File: src/sv/mss_pkg.sv
package mss_pkg;

  localparam int NUM_STACKS = 4;
  localparam int CAPACITY   = 64;

  localparam int ADDR_W = $clog2(CAPACITY);
  localparam int PTR_W  = $clog2(CAPACITY + 1);
  localparam int SEL_W  = (NUM_STACKS > 1) ? $clog2(NUM_STACKS) : 1;

  localparam logic [PTR_W-1:0] PTR_NULL = PTR_W'(CAPACITY);

  typedef enum logic {
    OP_PUSH = 1'b0,
    OP_POP  = 1'b1
  } op_kind_t;

  typedef enum logic [1:0] {
    ST_OK       = 2'd0,
    ST_FULL     = 2'd1,
    ST_EMPTY    = 2'd2,
    ST_BADSTACK = 2'd3
  } status_t;

  typedef struct packed {
    op_kind_t           kind;
    logic [2:0]         stack_num;
    logic signed [31:0] push_value;
  } in_item_t;

  typedef struct packed {
    status_t            status;
    logic signed [31:0] popped_value;
  } out_item_t;

endpackage

File: src/sv/mss_ram.sv
module mss_ram #(
  parameter int WIDTH = 32,
  parameter int DEPTH = 64
) (
  input  logic                     clk,
  input  logic                     wr_en,
  input  logic [$clog2(DEPTH)-1:0] wr_addr,
  input  logic [WIDTH-1:0]         wr_data,
  input  logic                     rd_en,
  input  logic [$clog2(DEPTH)-1:0] rd_addr,
  output logic [WIDTH-1:0]         rd_data
);

  logic [WIDTH-1:0] mem [DEPTH];

  always_ff @(posedge clk) begin
    if (wr_en) begin
      mem[wr_addr] <= wr_data;
    end
    if (rd_en) begin
      rd_data <= mem[rd_addr];
    end
  end

endmodule

File: src/sv/multi_stack_shared_store.sv
// Several LIFO stacks that share one store of slots, each slot holding a data
// word and a link to the next slot of its stack or of the free list.
// An item is taken at a rising edge where start is high and busy is low.
// It carries a push or a pop request and a stack number counted from one.
// Each item gives exactly one result on out_item, marked by out_valid for a
// single cycle; the receiver cannot stall the block and must take it then.
// A rejected item (bad stack number, full store on push, empty stack on pop)
// reports its status in the cycle after it is taken, and busy stays low,
// so such items can be given in every cycle.
// A push or pop that succeeds reads the slot's link (and for a pop its data)
// from the memories in the cycle it is taken, where a push also writes its
// word, and writes back the link in the next cycle, with busy high; its
// result is registered from that write-back cycle, and no new item is taken
// while busy is high.
// The link memory's reset chain is supplied by one valid flag per slot, so
// the block takes items as soon as reset is released, without a clearing
// pass. Reset empties all stacks and frees every slot.
module multi_stack_shared_store
  import mss_pkg::*;
(
  input  logic      clk,
  input  logic      rst_n,
  input  logic      start,
  output logic      busy,
  input  in_item_t  in_item,
  output logic      out_valid,
  output out_item_t out_item
);

  typedef enum logic {
    S_IDLE,
    S_WAIT
  } state_t;

  state_t              state_r, state_nxt;
  op_kind_t            op_r, op_nxt;
  logic [SEL_W-1:0]    sel_r, sel_nxt;
  logic [ADDR_W-1:0]   slot_r, slot_nxt;
  logic [PTR_W-1:0]    free_head_r, free_head_nxt;
  logic [PTR_W-1:0]    tops_r [NUM_STACKS];
  logic [PTR_W-1:0]    tops_nxt [NUM_STACKS];
  logic [CAPACITY-1:0] valid_r, valid_nxt;
  logic                out_valid_r, out_valid_nxt;
  out_item_t           out_item_r, out_item_nxt;

  logic              accept;
  logic              bad_num;
  logic [SEL_W-1:0]  in_sel;
  logic [PTR_W-1:0]  cur_top;
  logic [PTR_W-1:0]  link_val;

  logic              data_we;
  logic [ADDR_W-1:0] data_waddr;
  logic [31:0]       data_wdata;
  logic              data_re;
  logic [ADDR_W-1:0] data_raddr;
  logic [31:0]       data_rdata;

  logic              link_we;
  logic [ADDR_W-1:0] link_waddr;
  logic [PTR_W-1:0]  link_wdata;
  logic              link_re;
  logic [ADDR_W-1:0] link_raddr;
  logic [PTR_W-1:0]  link_rdata;

  mss_ram #(.WIDTH(32), .DEPTH(CAPACITY)) u_data_ram (
    .clk     (clk),
    .wr_en   (data_we),
    .wr_addr (data_waddr),
    .wr_data (data_wdata),
    .rd_en   (data_re),
    .rd_addr (data_raddr),
    .rd_data (data_rdata)
  );

  mss_ram #(.WIDTH(PTR_W), .DEPTH(CAPACITY)) u_link_ram (
    .clk     (clk),
    .wr_en   (link_we),
    .wr_addr (link_waddr),
    .wr_data (link_wdata),
    .rd_en   (link_re),
    .rd_addr (link_raddr),
    .rd_data (link_rdata)
  );

  assign busy      = (state_r == S_WAIT);
  assign accept    = start && !busy;
  assign out_valid = out_valid_r;
  assign out_item  = out_item_r;

  assign bad_num = (in_item.stack_num == 3'd0) ||
                   (32'(in_item.stack_num) > 32'(NUM_STACKS));
  assign in_sel  = SEL_W'(in_item.stack_num - 3'd1);
  assign cur_top = tops_r[in_sel];

  // A slot whose link was never written still holds its reset chain entry.
  always_comb begin
    if (valid_r[slot_r]) begin
      link_val = link_rdata;
    end else if (32'(slot_r) == CAPACITY - 1) begin
      link_val = PTR_NULL;
    end else begin
      link_val = PTR_W'(slot_r) + PTR_W'(1);
    end
  end

  always_comb begin
    state_nxt     = state_r;
    op_nxt        = op_r;
    sel_nxt       = sel_r;
    slot_nxt      = slot_r;
    free_head_nxt = free_head_r;
    tops_nxt      = tops_r;
    valid_nxt     = valid_r;
    out_valid_nxt = 1'b0;
    out_item_nxt  = '{status: ST_OK, popped_value: '0};

    data_we    = 1'b0;
    data_waddr = free_head_r[ADDR_W-1:0];
    data_wdata = in_item.push_value;
    data_re    = 1'b0;
    data_raddr = cur_top[ADDR_W-1:0];
    link_we    = 1'b0;
    link_waddr = slot_r;
    link_wdata = tops_r[sel_r];
    link_re    = 1'b0;
    link_raddr = free_head_r[ADDR_W-1:0];

    case (state_r)
      S_IDLE: begin
        if (accept) begin
          op_nxt  = in_item.kind;
          sel_nxt = in_sel;
          if (bad_num) begin
            out_valid_nxt       = 1'b1;
            out_item_nxt.status = ST_BADSTACK;
          end else if (in_item.kind == OP_PUSH) begin
            if (free_head_r >= PTR_NULL) begin
              out_valid_nxt       = 1'b1;
              out_item_nxt.status = ST_FULL;
            end else begin
              slot_nxt   = free_head_r[ADDR_W-1:0];
              data_we    = 1'b1;
              link_re    = 1'b1;
              link_raddr = free_head_r[ADDR_W-1:0];
              state_nxt  = S_WAIT;
            end
          end else begin
            if (cur_top >= PTR_NULL) begin
              out_valid_nxt       = 1'b1;
              out_item_nxt.status = ST_EMPTY;
            end else begin
              slot_nxt   = cur_top[ADDR_W-1:0];
              data_re    = 1'b1;
              link_re    = 1'b1;
              link_raddr = cur_top[ADDR_W-1:0];
              state_nxt  = S_WAIT;
            end
          end
        end
      end
      S_WAIT: begin
        link_we           = 1'b1;
        valid_nxt[slot_r] = 1'b1;
        out_valid_nxt     = 1'b1;
        state_nxt         = S_IDLE;
        if (op_r == OP_PUSH) begin
          link_wdata       = tops_r[sel_r];
          tops_nxt[sel_r]  = PTR_W'(slot_r);
          free_head_nxt    = link_val;
        end else begin
          link_wdata                = free_head_r;
          tops_nxt[sel_r]           = link_val;
          free_head_nxt             = PTR_W'(slot_r);
          out_item_nxt.popped_value = data_rdata;
        end
      end
      default: begin
        state_nxt = S_IDLE;
      end
    endcase
  end

  always_ff @(posedge clk) begin
    op_r       <= op_nxt;
    slot_r     <= slot_nxt;
    out_item_r <= out_item_nxt;
    if (!rst_n) begin
      state_r     <= S_IDLE;
      sel_r       <= '0;
      free_head_r <= '0;
      valid_r     <= '0;
      out_valid_r <= 1'b0;
      for (int i = 0; i < NUM_STACKS; i++) begin
        tops_r[i] <= PTR_NULL;
      end
    end else begin
      state_r     <= state_nxt;
      sel_r       <= sel_nxt;
      free_head_r <= free_head_nxt;
      valid_r     <= valid_nxt;
      out_valid_r <= out_valid_nxt;
      tops_r      <= tops_nxt;
    end
  end

`ifndef SYNTHESIS
  a_busy_after_accept: assert property (@(posedge clk) disable iff (!rst_n)
    $rose(busy) |-> $past(start));

  a_wait_gives_result: assert property (@(posedge clk) disable iff (!rst_n)
    busy |=> out_valid && !busy);

  a_bad_number_reported: assert property (@(posedge clk) disable iff (!rst_n)
    accept && bad_num |=> out_valid && out_item.status == ST_BADSTACK);

  a_failed_value_zero: assert property (@(posedge clk) disable iff (!rst_n)
    out_valid && out_item.status != ST_OK |-> out_item.popped_value == 32'sd0);

  a_free_head_not_top: assert property (@(posedge clk) disable iff (!rst_n)
    free_head_r != PTR_NULL |-> free_head_r != tops_r[sel_r]);
`endif

endmodule
File: config.mk
export PLATFORM = sky130hd
export DESIGN_NAME = multi_stack_shared_store
export DESIGN_NICKNAME = d
export VERILOG_FILES = /design/src/sv/mss_pkg.sv /design/src/sv/mss_ram.sv /design/src/sv/multi_stack_shared_store.sv
export SDC_FILE = /design/constraint.sdc
export NUM_CORES = 2
export LEC_CHECK = 0
export ABC_AREA = 1
export BUFFER_PORTS_ARGS = -buffer_cell sky130_fd_sc_hd__buf_4
export CORE_MARGIN = 1
export CORE_UTILIZATION = 65
export CTS_BUF_LIST = sky130_fd_sc_hd__clkbuf_4
export DETAILED_ROUTE_END_ITERATION = 6
export PLACE_DENSITY = 0.79
export SLEW_MARGIN = 20
export SYNTH_ARGS = -nofsm -noshare
export SYNTH_HDL_FRONTEND = slang
export SYNTH_SLANG_ARGS = --single-unit
File: constraint.sdc
create_clock -name clk -period 5.5 [get_ports clk]
set_input_delay 1.375 -clock clk [delete_from_list [all_inputs] [get_ports clk]]
set_output_delay 1.375 -clock clk [all_outputs]
set_load 0.02 [all_outputs]
==> flow_summary.json <==
{
  "tightest_slew_ns": 1.09,
  "fillers": 10305,
  "hold_path_depth": 1,
  "overflow": 0,
  "antenna_found_initial": 18,
  "clkLatencyLatePin_ns": 1.42,
  "crit_start": "in_item[32]",
  "cp-start-kind": "input port",
  "path_clk_slew_ns": 0.07,
  "async_reset_ff_frac": 0,
  "portBuffers": 74,
  "hpwl_um": 167000,
  "grt_max_degree": 183,
  "cts_hold_buf": 0,
  "drt_iter0_markers": 12415,
  "syn2layout_area_growth_pct": 11.2,
  "cp_max_fo": 31,
  "r2r_start": "link_waddr[1]$_DFFE_PP_",
  "synthTopCellsByCount": "edfxtp_1, nor2_1, nand2_1",
  "endpoint_kind": "register",
  "finalNetCount": 9176,
  "die_width_um": 411,
  "skew_ns": 0.120,
  "num_vias": 75810,
  "holdCritStartpoint": "in_item[35]",
  "chipHeight_um": 411,
  "regToRegSetupSlack_ns": 1.92,
  "r2r_cells": 13,
  "synth_area_per_cell_um2": 12.4,
  "layout-drive-gt1-share": 0.162,
  "detailed_place.area_um2": 113000,
  "hp-class": "input port to register",
  "fin_cells": 11777,
  "drt-pass1-iter-count": 7,
  "fin_crit_ns": 3.98,
  "fp-row-count": 149,
  "pre_cts_slack_ns": 0.274,
  "drtAntennaViolNets": 0,
  "power_leakage_nw": 42.2,
  "synth_enable_flop_cells": 2542,
  "grt_usage": 0.356,
  "placeableCoreArea_um2": 165000,
  "syn_inst": 8736,
  "ios": 75,
  "worst_slack_ns": 1.52,
  "cts-root-buf": "clkbuf_4",
  "crit_type": "input port to register",
  "synth_top_cell_area_share": 0.703,
  "r2r-end": "tops_r[3]$_SDFFE_PN0P_",
  "fmax_mhz": 251,
  "synth_warnings": 0,
  "ys_ff_latch": 2679,
  "yosys-top-cells-area": "edfxtp_1, o211ai_1, nand3_1",
  "cts.repair.resized": 0,
  "setup_tns_ns": 0,
  "start_util": 0.657,
  "syn_nets": 8777,
  "grt_pass1_wl_um": 444000,
  "cp_data_required_time_ns": 6.70,
  "worstHoldEndpoint": "op_r$_DFFE_PP_",
  "yosysTopAreaCell": "edfxtp_1",
  "clkSinkCount": 2679,
  "gp_congestion": 0.924,
  "die_area_um2": 169000,
  "setup_viol": 0,
  "vias_per_cell": 6.44,
  "peakVddDrop_mv": 0.311,
  "first_global_vias": 73720,
  "synth-seq-area-share": 0.728,
  "cts-buffers-inserted": 659,
  "post-place-cells": 10663,
  "finalCritPeriodShare": 0.724,
  "synth_area_um2": 109000,
  "drt-total-wl_um": 303000,
  "maxCapViolations": 0,
  "outcome": "complete, no violations",
  "power_mw": 42.3,
  "yosysMostFrequentCell": "edfxtp_1",
  "max_slew_margin": 0.270,
  "synth.distinct_cells": 35,
  "clockBufferDepth": 4,
  "hold_viol": 0,
  "synthFlopType": "edfxtp_1",
  "slew_violations": 0,
  "drc": 0,
  "fin_area_um2": 121000,
  "post_cts_buffers": 0,
  "cts_tree": "built",
  "htreeDepth": 6,
  "routedWlPerCell_um": 25.8,
  "rsz0062_at_grt": "no",
  "worstPathArrival_ns": 5.18,
  "p_per_area_nw_per_um2": 350
}
-- how the worst max path moves through the flow --
stage	slack, ns	endpoint	depth (start not counted)
final	1.52	u_link_ram.rd_data[0]$_DFFE_PP_	15
after global routing	1.45	u_link_ram.rd_data[4]$_DFFE_PP_	15
after CTS	1.65	busy	1
after detailed placement	0.27	u_link_ram.rd_data[4]$_DFFE_PP_	15
after global placement	0.42	u_link_ram.rd_data[2]$_DFFE_PP_	15
after floorplan	1.25	u_data_ram.mem[0][0]$_DFFE_PP_	10
-- registers in the layout, indices dropped and copies added, names as in the netlist --
signal,count
u_data_ram.mem,2048
u_link_ram.mem,448
valid_r,64
out_item,34
u_data_ram.rd_data,32
tops_r,28
free_head_r,7
u_link_ram.rd_data,7
link_waddr,6
sel_r,2
busy,1
op_r,1
out_valid,1
-- kinds of logic (layout without fill, tap and decap cells) --
family,Yosys count,in the layout,share of synthesized area
flip-flops,2679,2679,0.728
buffers and inverters,1308,2149,0.0481
adder cells (fa/ha/maj),2,2,0.000230
XOR/XNOR,3,3,0.000242
AND/OR/NAND/NOR,2871,2871,0.116
other,0,11,0
AO/OA/AOI/OAI,1873,1873,0.107
-- layout make-up --
type	instances	area (um2)	area share
repair buffers	314	3210	0.0266
flip-flops and latches	2679	79100	0.655
clock inverters	143	751	0.00621
multi-input cells	4749	25000	0.207
diodes	11	27.5	0.000228
clock buffers	960	7210	0.0597
well taps	2189	2740	0.0227
inverters	732	2760	0.0229
-- worst max-delay path, cell delays in order --
cell and delay, ns:
buf_4 0.22, inv_2 0.14, ha_1 0.49, inv_1 0.23, nand3_1 0.22, nand2_8 0.28
inv_8 0.15, o21ai_4 0.88, buf_4 0.37, nand3_1 0.13, nand3_1 0.11, nand3_1 0.09
nand3_1 0.11, nand3_1 0.16, nand2_1 0.16
-- power by group --
group          internal [mW]  total [mW]  switching (mW)
Sequential              22.4        22.4          0.0342
Combinational           1.03        3.92            2.89
Clock                   8.27        16.0            7.68
Total                   31.7        42.3            10.6
-- layout by cell type (no fill, tap or decap), types with 2 or more instances in the layout --
| master | n |
|---|---|
| xor2_1 | 3 |
| o211ai_1 | 834 |
| edfxtp_1 | 2542 |
| buf_4 | 246 |
| nor3_1 | 5 |
| dfxtp_1 | 137 |
| clkinvlp_4 | 2 |
| nand3_1 | 775 |
| or2_2 | 149 |
| ha_1 | 2 |
| nand2_4 | 4 |
| clkinv_1 | 118 |
| nor2_4 | 65 |
| a32oi_4 | 2 |
| clkbuf_4 | 960 |
| buf_12 | 68 |
| diode_2 | 11 |
| o22ai_1 | 142 |
| bufinv_16 | 7 |
| nand2_2 | 3 |
| o2111ai_1 | 2 |
| clkinv_2 | 12 |
| nand2_1 | 840 |
| o21ai_4 | 3 |
| o21ai_1 | 46 |
| inv_2 | 12 |
| nand3_2 | 2 |
| inv_6 | 2 |
| o21ai_0 | 771 |
| a21oi_1 | 65 |
| inv_1 | 720 |
| or2_0 | 145 |
| a21oi_4 | 4 |
| nor2_1 | 847 |
| or2_1 | 30 |
| nand2_8 | 4 |
-- per-layer routing --
layer  part of all wire  GRT usage
met5            0.00034          0
met4              0.049      0.185
met3               0.14     0.0997
met2               0.45      0.533
met1               0.35      0.481
-- through the flow --
| stage | util | hold WS (ns) |
|---|---|---|
| floorplan | - | 0.439 |
| global placement | 0.682 | 0.450 |
| detailed placement | 0.682 | 0.458 |
| CTS | 0.730 | 0.129 |
| global route | 0.730 | 0.195 |
| finish | 0.730 | 0.286 |
Note: power is estimated with default switching activity, not from simulation.
